**src/rtl/core/assert_macros.svh**
```systemverilog
// Assertion helper macros shared by the RTL that carries checks.
// No dependencies; include by bare file name.
`ifndef ASSERT_MACROS_SVH
`define ASSERT_MACROS_SVH

// Same-cycle implication, disabled while reset is active.
`define ATM_ASSERT_IMP(label, clk, rst_n, ante, cons, msg) \
  label: assert property (@(posedge clk) disable iff (!rst_n) (ante) |-> (cons)) \
    else $error(msg);

// Next-cycle implication, disabled while reset is active.
`define ATM_ASSERT_NXT(label, clk, rst_n, ante, cons, msg) \
  label: assert property (@(posedge clk) disable iff (!rst_n) (ante) |=> (cons)) \
    else $error(msg);

`endif

```
**src/rtl/core/atm_pkg.sv**
```systemverilog
// Shared types, widths, coefficient tables and constant helpers of the tone mapper.
// No dependencies.
`default_nettype none

package atm_pkg;

  localparam int FRACTION_BITS_DEF = 16;
  localparam int COEF_BITS         = 30;
  localparam int FIELD_W           = 24;
  localparam int BYTE_W            = 8;
  localparam int MODE_W            = 2;
  localparam int UW                = 25;  // channel value after the input stage
  localparam int AW                = 27;  // scaled channel inside the curve
  localparam int IW                = 27;  // inner sum of the curve
  localparam int PW                = 52;  // curve product
  localparam int NW                = 54;  // signed numerator
  localparam int DW                = 53;  // divider operands
  localparam int KW                = 32;  // unsigned curve factors
  localparam int MW                = 25;  // linear curve terms
  localparam int CW                = 49;  // constant curve terms
  localparam int CINW              = 31;  // input matrix coefficients
  localparam int COUTW             = 32;  // signed output matrix coefficients
  localparam int DIV_INT_BITS      = 2;   // integer bits of the quotient

  typedef enum logic [MODE_W-1:0] {
    MODE_CLAMP  = 2'd0,
    MODE_FIT    = 2'd1,
    MODE_APPROX = 2'd2
  } tone_mode_t;

  typedef struct packed {
    tone_mode_t          mode;
    logic [BYTE_W-1:0]   alpha;
  } atm_side_t;

  localparam int IN_MAT [9] = '{
    59719, 35458, 4823,
    7600, 90834, 1566,
    2840, 13383, 83777
  };

  localparam int OUT_MAT [9] = '{
    160475, -53108, -7367,
    -10208, 110813, -605,
    -327, -7276, 107602
  };

  // round(n / d * 2^bits) by restoring long division, for elaboration only.
  function automatic logic [63:0] fixc(input logic [31:0] n, input logic [31:0] d,
                                       input int bits);
    logic [63:0] r;
    logic [63:0] q;
    logic [63:0] dd;
    r  = '0;
    q  = '0;
    dd = {32'd0, d};
    for (int i = 31; i >= 0; i--) begin
      r = {r[62:0], n[i]};
      q = {q[62:0], 1'b0};
      if (r >= dd) begin
        r    = r - dd;
        q[0] = 1'b1;
      end
    end
    for (int i = 0; i < bits; i++) begin
      r = {r[62:0], 1'b0};
      q = {q[62:0], 1'b0};
      if (r >= dd) begin
        r    = r - dd;
        q[0] = 1'b1;
      end
    end
    if ({r[62:0], 1'b0} >= dd) begin
      q = q + 64'd1;
    end
    return q;
  endfunction

  function automatic logic [CINW-1:0] in_coef(input int k);
    return CINW'(fixc(32'(IN_MAT[k]), 32'd100000, COEF_BITS));
  endfunction

  function automatic logic signed [COUTW-1:0] out_coef(input int k);
    int                      n;
    logic signed [COUTW-1:0] v;
    n = OUT_MAT[k];
    v = COUTW'(fixc(32'((n < 0) ? -n : n), 32'd100000, COEF_BITS));
    return (n < 0) ? -v : v;
  endfunction

  // floor(255 * c / 2^f) for 0 <= c <= 2^f.
  function automatic logic [BYTE_W-1:0] to_byte(input logic [UW-1:0] c, input int f);
    logic [UW+BYTE_W-1:0] t;
    t = {c, {BYTE_W{1'b0}}} - {{BYTE_W{1'b0}}, c};
    return BYTE_W'(t >> f);
  endfunction

endpackage

`default_nettype wire

```
**src/rtl/core/atm_div.sv**
```systemverilog
// Pipelined restoring divider, one quotient bit per stage, signed result.
// Depends on atm_pkg; stage loads are driven by the parent's stall chain.
`default_nettype none

module atm_div #(
  parameter int FRAC_BITS = atm_pkg::FRACTION_BITS_DEF
) (
  input  logic                                              clk,
  input  logic [FRAC_BITS+atm_pkg::DIV_INT_BITS-1:0]        ld,
  input  logic [atm_pkg::DW-1:0]                            mag,
  input  logic [atm_pkg::DW-1:0]                            den,
  input  logic                                              neg,
  output logic signed [FRAC_BITS+atm_pkg::DIV_INT_BITS:0]   quo
);
  import atm_pkg::*;

  localparam int Q = FRAC_BITS + DIV_INT_BITS;

  logic [DW-1:0]           rem_r  [Q];
  logic [DW-1:0]           den_r  [Q];
  logic [Q-1:0]            quo_r  [Q];
  logic [DIV_INT_BITS-1:0] feed_r [Q];
  logic                    neg_r  [Q];

  for (genvar k = 0; k < Q; k++) begin : g_step
    logic [DW-1:0]           rem_i;
    logic [DW-1:0]           den_i;
    logic [Q-1:0]            quo_i;
    logic [DIV_INT_BITS-1:0] feed_i;
    logic                    neg_i;
    logic [DW:0]             trial;
    logic                    ge;

    if (k == 0) begin : g_first
      // The dividend is mag * 2^FRAC_BITS; its top part starts the remainder.
      assign rem_i  = mag >> DIV_INT_BITS;
      assign feed_i = mag[DIV_INT_BITS-1:0];
      assign quo_i  = '0;
      assign den_i  = den;
      assign neg_i  = neg;
    end else begin : g_next
      assign rem_i  = rem_r[k-1];
      assign feed_i = feed_r[k-1];
      assign quo_i  = quo_r[k-1];
      assign den_i  = den_r[k-1];
      assign neg_i  = neg_r[k-1];
    end

    assign trial = {rem_i, feed_i[DIV_INT_BITS-1]};
    assign ge    = (trial >= {1'b0, den_i});

    always_ff @(posedge clk) begin
      if (ld[k]) begin
        rem_r[k]  <= ge ? DW'(trial - {1'b0, den_i}) : DW'(trial);
        quo_r[k]  <= {quo_i[Q-2:0], ge};
        feed_r[k] <= feed_i << 1;
        den_r[k]  <= den_i;
        neg_r[k]  <= neg_i;
      end
    end
  end

  assign quo = neg_r[Q-1] ? -$signed({1'b0, quo_r[Q-1]}) : $signed({1'b0, quo_r[Q-1]});

endmodule

`default_nettype wire

```
**config.mk**
```make
export PLATFORM = sky130hd
export DESIGN_NAME = atm_div
export DESIGN_NICKNAME = d
export VERILOG_FILES = /design/src/rtl/core/assert_macros.svh /design/src/rtl/core/atm_pkg.sv /design/src/rtl/core/atm_div.sv
export SDC_FILE = /design/constraint.sdc
export NUM_CORES = 2
export LEC_CHECK = 0
export CORE_MARGIN = 8
export CORE_UTILIZATION = 38
export DETAILED_ROUTE_END_ITERATION = 10
export DONT_BUFFER_PORTS = 1
export PLACE_DENSITY_LB_ADDON = 0.15
export SLEW_MARGIN = 0
export SYNTH_ARGS = -nofsm -noshare
export SYNTH_HDL_FRONTEND = slang
export SYNTH_SLANG_ARGS = --single-unit
export TNS_END_PERCENT = 30
```
**constraint.sdc**
```tcl
create_clock -name clk -period 4.4 [get_ports clk]
set_input_delay 0.22 -clock clk [delete_from_list [all_inputs] [get_ports clk]]
set_output_delay 0.22 -clock clk [all_outputs]
set_load 0.02 [all_outputs]
```
Word level (Yosys, flattened, before mapping)
Memories as Yosys holds them, arrays and structs flattened.
Cells that the tools add are included.

operators by class
  add/subtract/negate cells = 19
  order comparisons = 18
  muxes and demuxes = 55

operator list
  cell                                                            number
  53-bit 2-to-1 mux                                               18
  54-bit by 53-bit greater-or-equal comparator with 1-bit output  17
  53-bit subtractor                                               17
  52-bit by 53-bit greater-or-equal comparator with 1-bit output  1
  52-bit by 53-bit subtractor with 53-bit output                  1
  1-bit 2-to-1 mux                                                36
  19-bit 2-to-1 mux                                               1
  18-bit negator with 19-bit output                               1

storage, ports and cells
  register bits = 0
  bits in writable memories = 2,268
  bits of input ports = 126
  output and inout bits = 19
  logic and storage cells = 97
  memories kept = 5

memories
  name    depth  bits a word  rd ports  clocked after Yosys merged registers in  write ports  line           RTL
  den_r   18     53           17        0                                        18           atm_div.sv:20  logic [DW-1:0] den_r [Q];
  rem_r   18     53           17        0                                        18           atm_div.sv:19  logic [DW-1:0] rem_r [Q];
  quo_r   18     18           18        0                                        18           atm_div.sv:21  logic [Q-1:0] quo_r [Q];
  feed_r  18     1            17        0                                        18           atm_div.sv:22  logic [DIV_INT_BITS-1:0] feed_r [Q];
  neg_r   18     1            18        0                                        18           atm_div.sv:23  logic neg_r [Q];

Logic depth before layout (Yosys ltp)
An unclocked memory read counts as a cell.

  word-level depth = 3
  mapped depth = 17
  gate-level depth less buffers = 15

Worst setup path before layout
No wires, ideal clock.

  kind = reg2reg
  start = memory den_r[12][0]
  end = memory rem_r[13][10] (data pin)
  setup time = 260 ps
  arrival time = 3,462 ps
  required time = 4,140 ps
  path slack = 678 ps
  cell stages (with the launch flop) = 13
  path buffers = 1
  clock period less this slack = 3,722 ps
  path through = edfxtp_1 fa_1 nand2b_1 a21oi_1 o211ai_1 o311ai_1 nand3_1 a2111oi_2 o41ai_2 o31a_1 o21ai_2 buf_2 mux2_2

RTL lines
  item             line
  start, declared  atm_div.sv:20
  end, declared    atm_div.sv:19

==> results.ini <==
[outcome]
run_status=complete, no violations

[clocking]
clkSinkCount=1992
cts-buffers-inserted=244
cts_tree=done
clock_path_buffers=4
worst_skew_pair.late_latency_ns=0.98
clock_tree.htree_level_count=4
clockRootBuffer=clkbuf_16
cts_clk_pin_slew_worst_paths_ns=0.06

[yosys]
synthAdderAreaFrac_pct=9.849
synth_area_leaders=edfxtp_1 48%, ha_1 9.6%, a21oi_1 5.1%
synthesis.area_per_instance_um2=10.23
synth-seq-area-share_pct=48.04
synth_enable_flop_cells=1992
post_synth_cell_types=91
synth_instances=12170
synth-simple-area-share_pct=10.69
synth_xor_xnor_area_share_pct=5.831
synth_async_sr_flop_share_pct=0
main_combinational_cell_family_by_area_after_synthesis=compound AO/OA/AOI/OAI gates
synth.net_count=13270
ys.warnings.count=0
synth_compound_gate_area_share_pct=17.66
mux_contribution_to_synthesized_area_pct=2.810
synth_area_mm2=0.1245
share_of_yosys_cell_area_claimed_by_the_top_area_cell_type_pct=48.04
yosys_register_bits=1992
ys_dominant_reg_cell=edfxtp_1
yosysTopAreaCell=edfxtp_1

[critical_path]
cp-end-kind=flop
cp-start-kind=primary input
ff2ff_setup_slack_ns=0.06
r2r-start=rem_r[15][6]
rr_endpoint=rem_r[16][43]
crit_slowest_cell=dlygate4sd3_1
largest_fanout_of_any_net_on_the_critical_path=11
path_cells=dlygate4sd3_1, dlygate4sd3_1, inv_1, ha_1, and3_1, a2111oi_0, buf_4, a211oi_2, buf_4, a31o_2, a21oi_2, or4_1, a31o_4, buf_4, o21ai_0, dlygate4sd3_1
cp_data_arrival_time_ns=4.99
reg2reg_depth=15
worst_ep_required_time_ns=5.04
timing.critical_path.slowest_cell_delay_ns=0.59
worst-setup-path-type=primary input to flop

[worst_hold_path]
hold_depth=3
worst_hold_path_type=primary input to flop
hold_path_sink=rem_r[0][1]
hold_start=den[1]

[grt]
overflow=0
global_route.peak_usage_layer=met2
grt_max_degree=125
antenna_found_initial=13
globalRouteMet3Util_pct=2.241
gr-usage-all-layers_pct=19.93
first_global_vias=98540
grt_first_pass_wirelength_mm=547.9
met1_usage_pct=18.11
met2_track_utilization_from_global_routing_pct=39.62

[timing]
maxSlewViolCount=0
finalHoldViolations=0
min_period_ns=4.348
timing.clock.skew_ns=0.09414
rsz0062_at_grt=yes
max_freq_mhz=230.0
setup_viol_count_final=0
final.setup.tns_ns=0
post-route-period-util_pct=98.83
slew-limit-headroom_pct=33.80
worstMarginPinSlew_ns=0.9801

[floorplan]
dieHeight_um=588.4
floorplan.die_area_mm2=0.3463
die_w_um=588.4
floorplan.core_area_mm2=0.3266
initial_core_util_pct=38.13
top_level_ports=145
rows=210

[drt]
routedWlPerCell_um=20.55
drc=0
routed_wl_mm=359.7
initialDrtViolationCount=4711
dr_total_vias=93020
detailedRoute.firstPassIterationCount=8
via_cell_ratio=5.316
postRouteAntennaNets=0

[flow_run]
max-cap-violations=0

[place]
gp_congestion=0.9711
port_bufs=0
post-dp-hpwl_mm=289.5

[power]
fin_total_pwr_mw=109.0
ir_worst_vdd_uv=380.0
total_leakage_power_nw=60.00
p_per_area_mw_per_mm2=750.9

[finish]
mostFrequentLayoutCells=1992 x edfxtp_1, 1253 x a21oi_1, 1216 x inv_1
proportion_of_layout_cells_with_a_drive_suffix_above_1_pct=11.77
finalNetCount=14030
syn2layout_area_growth_pct=16.52
layout.cells.most_common=edfxtp_1

[worst max path at each step]
stage                        startpoint       endpoint  slack, ns
after floorplan            den_r[12][0]  rem_r[13][10]       0.68
after global placement    rem_r[13][25]   rem_r[14][3]      -0.29
after detailed placement  rem_r[13][23]   rem_r[14][3]      -0.29
after CTS                   den_r[2][0]    rem_r[3][6]     0.0007
after global routing        den_r[0][0]   rem_r[1][44]      -0.02
final                           den[21]   rem_r[0][51]       0.05
[through the flow]
| stage | instance area [µm²] | std cells | utilization, % | hold slack (ns) | setup slack, ns |
|---|---|---|---|---|---|
| after CTS | 144700 | 17470 | 44.30 | 0.001009 | 0.0006777 |
| after global routing | 145100 | 17500 | 44.42 | 0.03935 | -0.02287 |
| after global placement | 134000 | 16790 | 41.04 | 0.3190 | -0.2895 |
| after detailed placement | 134000 | 16790 | 41.04 | 0.3191 | -0.2889 |
| after floorplan | 124500 | 12170 | - | 0.3189 | 0.6782 |
| final | 145100 | 17500 | 44.43 | 0.06791 | 0.05168 |
[critical path: cells and delay by family]
family	cells	cell delay [ns]
adders and majority gates	1	0.36
AOI/OAI and AO/OA	6	1.64
buffers and inverters	7	2.34
and+or+nand+nor	2	0.43
[state kept, by name, summed over array words and instances (netlist names)]
signal  count
quo_r     171
den_r     901
neg_r      18
rem_r     901
feed_r      1
[routing by layer]
metal  wire [µm]  up-vias
met5           0        -
met4       33210        0
met3        9728     1138
met2      193300     2115
met1      123500    43810
li1            -    45970
[logic make-up after synthesis]
group                    count (synthesis)
AO/OA/AOI/OAI                         3566
multiplexers                           312
buffers and inverters                 1666
flip-flops                            1992
XOR/XNOR                               829
adder cells (fa/ha/maj)                970
AND/OR/NAND/NOR                       2836
[cell type report]
type	instances	area, µm²
inverters	1216	4564
clock inverters	160	1709
fillers	30400	181500
well taps	4346	5438
repair buffers	962	8451
diodes	22	55.05
multi-input cells	8513	58750
clock buffers	288	6314
flip-flops and latches	1992	59820
[power breakdown]
group	internal [mW]	switching (mW)	leakage, nW
registers	28.7	3.11	19.5
logic	24.7	32.1	36.7
clock network	12.1	8.25	3.88
total	65.5	43.5	60.0
[synth_stat cells (all sizes together) (17+ instances only)]
cell	count
a2111oi	20
a211o	21
a211oi	69
a21boi	35
a21o	480
a21oi	1261
a221o	17
a221oi	42
a31o	24
a31oi	128
a41oi	23
and2	65
and3	92
and4	31
buf	103
clkbuf	347
edfxtp	1992
fa	17
ha	953
inv	1216
mux2	301
nand2	934
nand2b	122
nand3	192
nand4	247
nor2	753
nor2b	115
nor3	134
nor4	41
o211ai	60
o21a	102
o21ai	839
o21bai	181
o31a	34
o31ai	74
o41ai	34
or2	19
or3	39
xnor2	519
xor2	310
[repair_timing]
action                     in CTS  in global routing
setup buffers                   1                  8
hold endpoints to repair     2101                  1
hold buffers                  225                  1
gates cloned                    0                  2
setup endpoints to repair     147                412
gates resized for setup        14                 47
pin swaps                       1                 13
No activity file was read; power rests on OpenSTA's default activity.
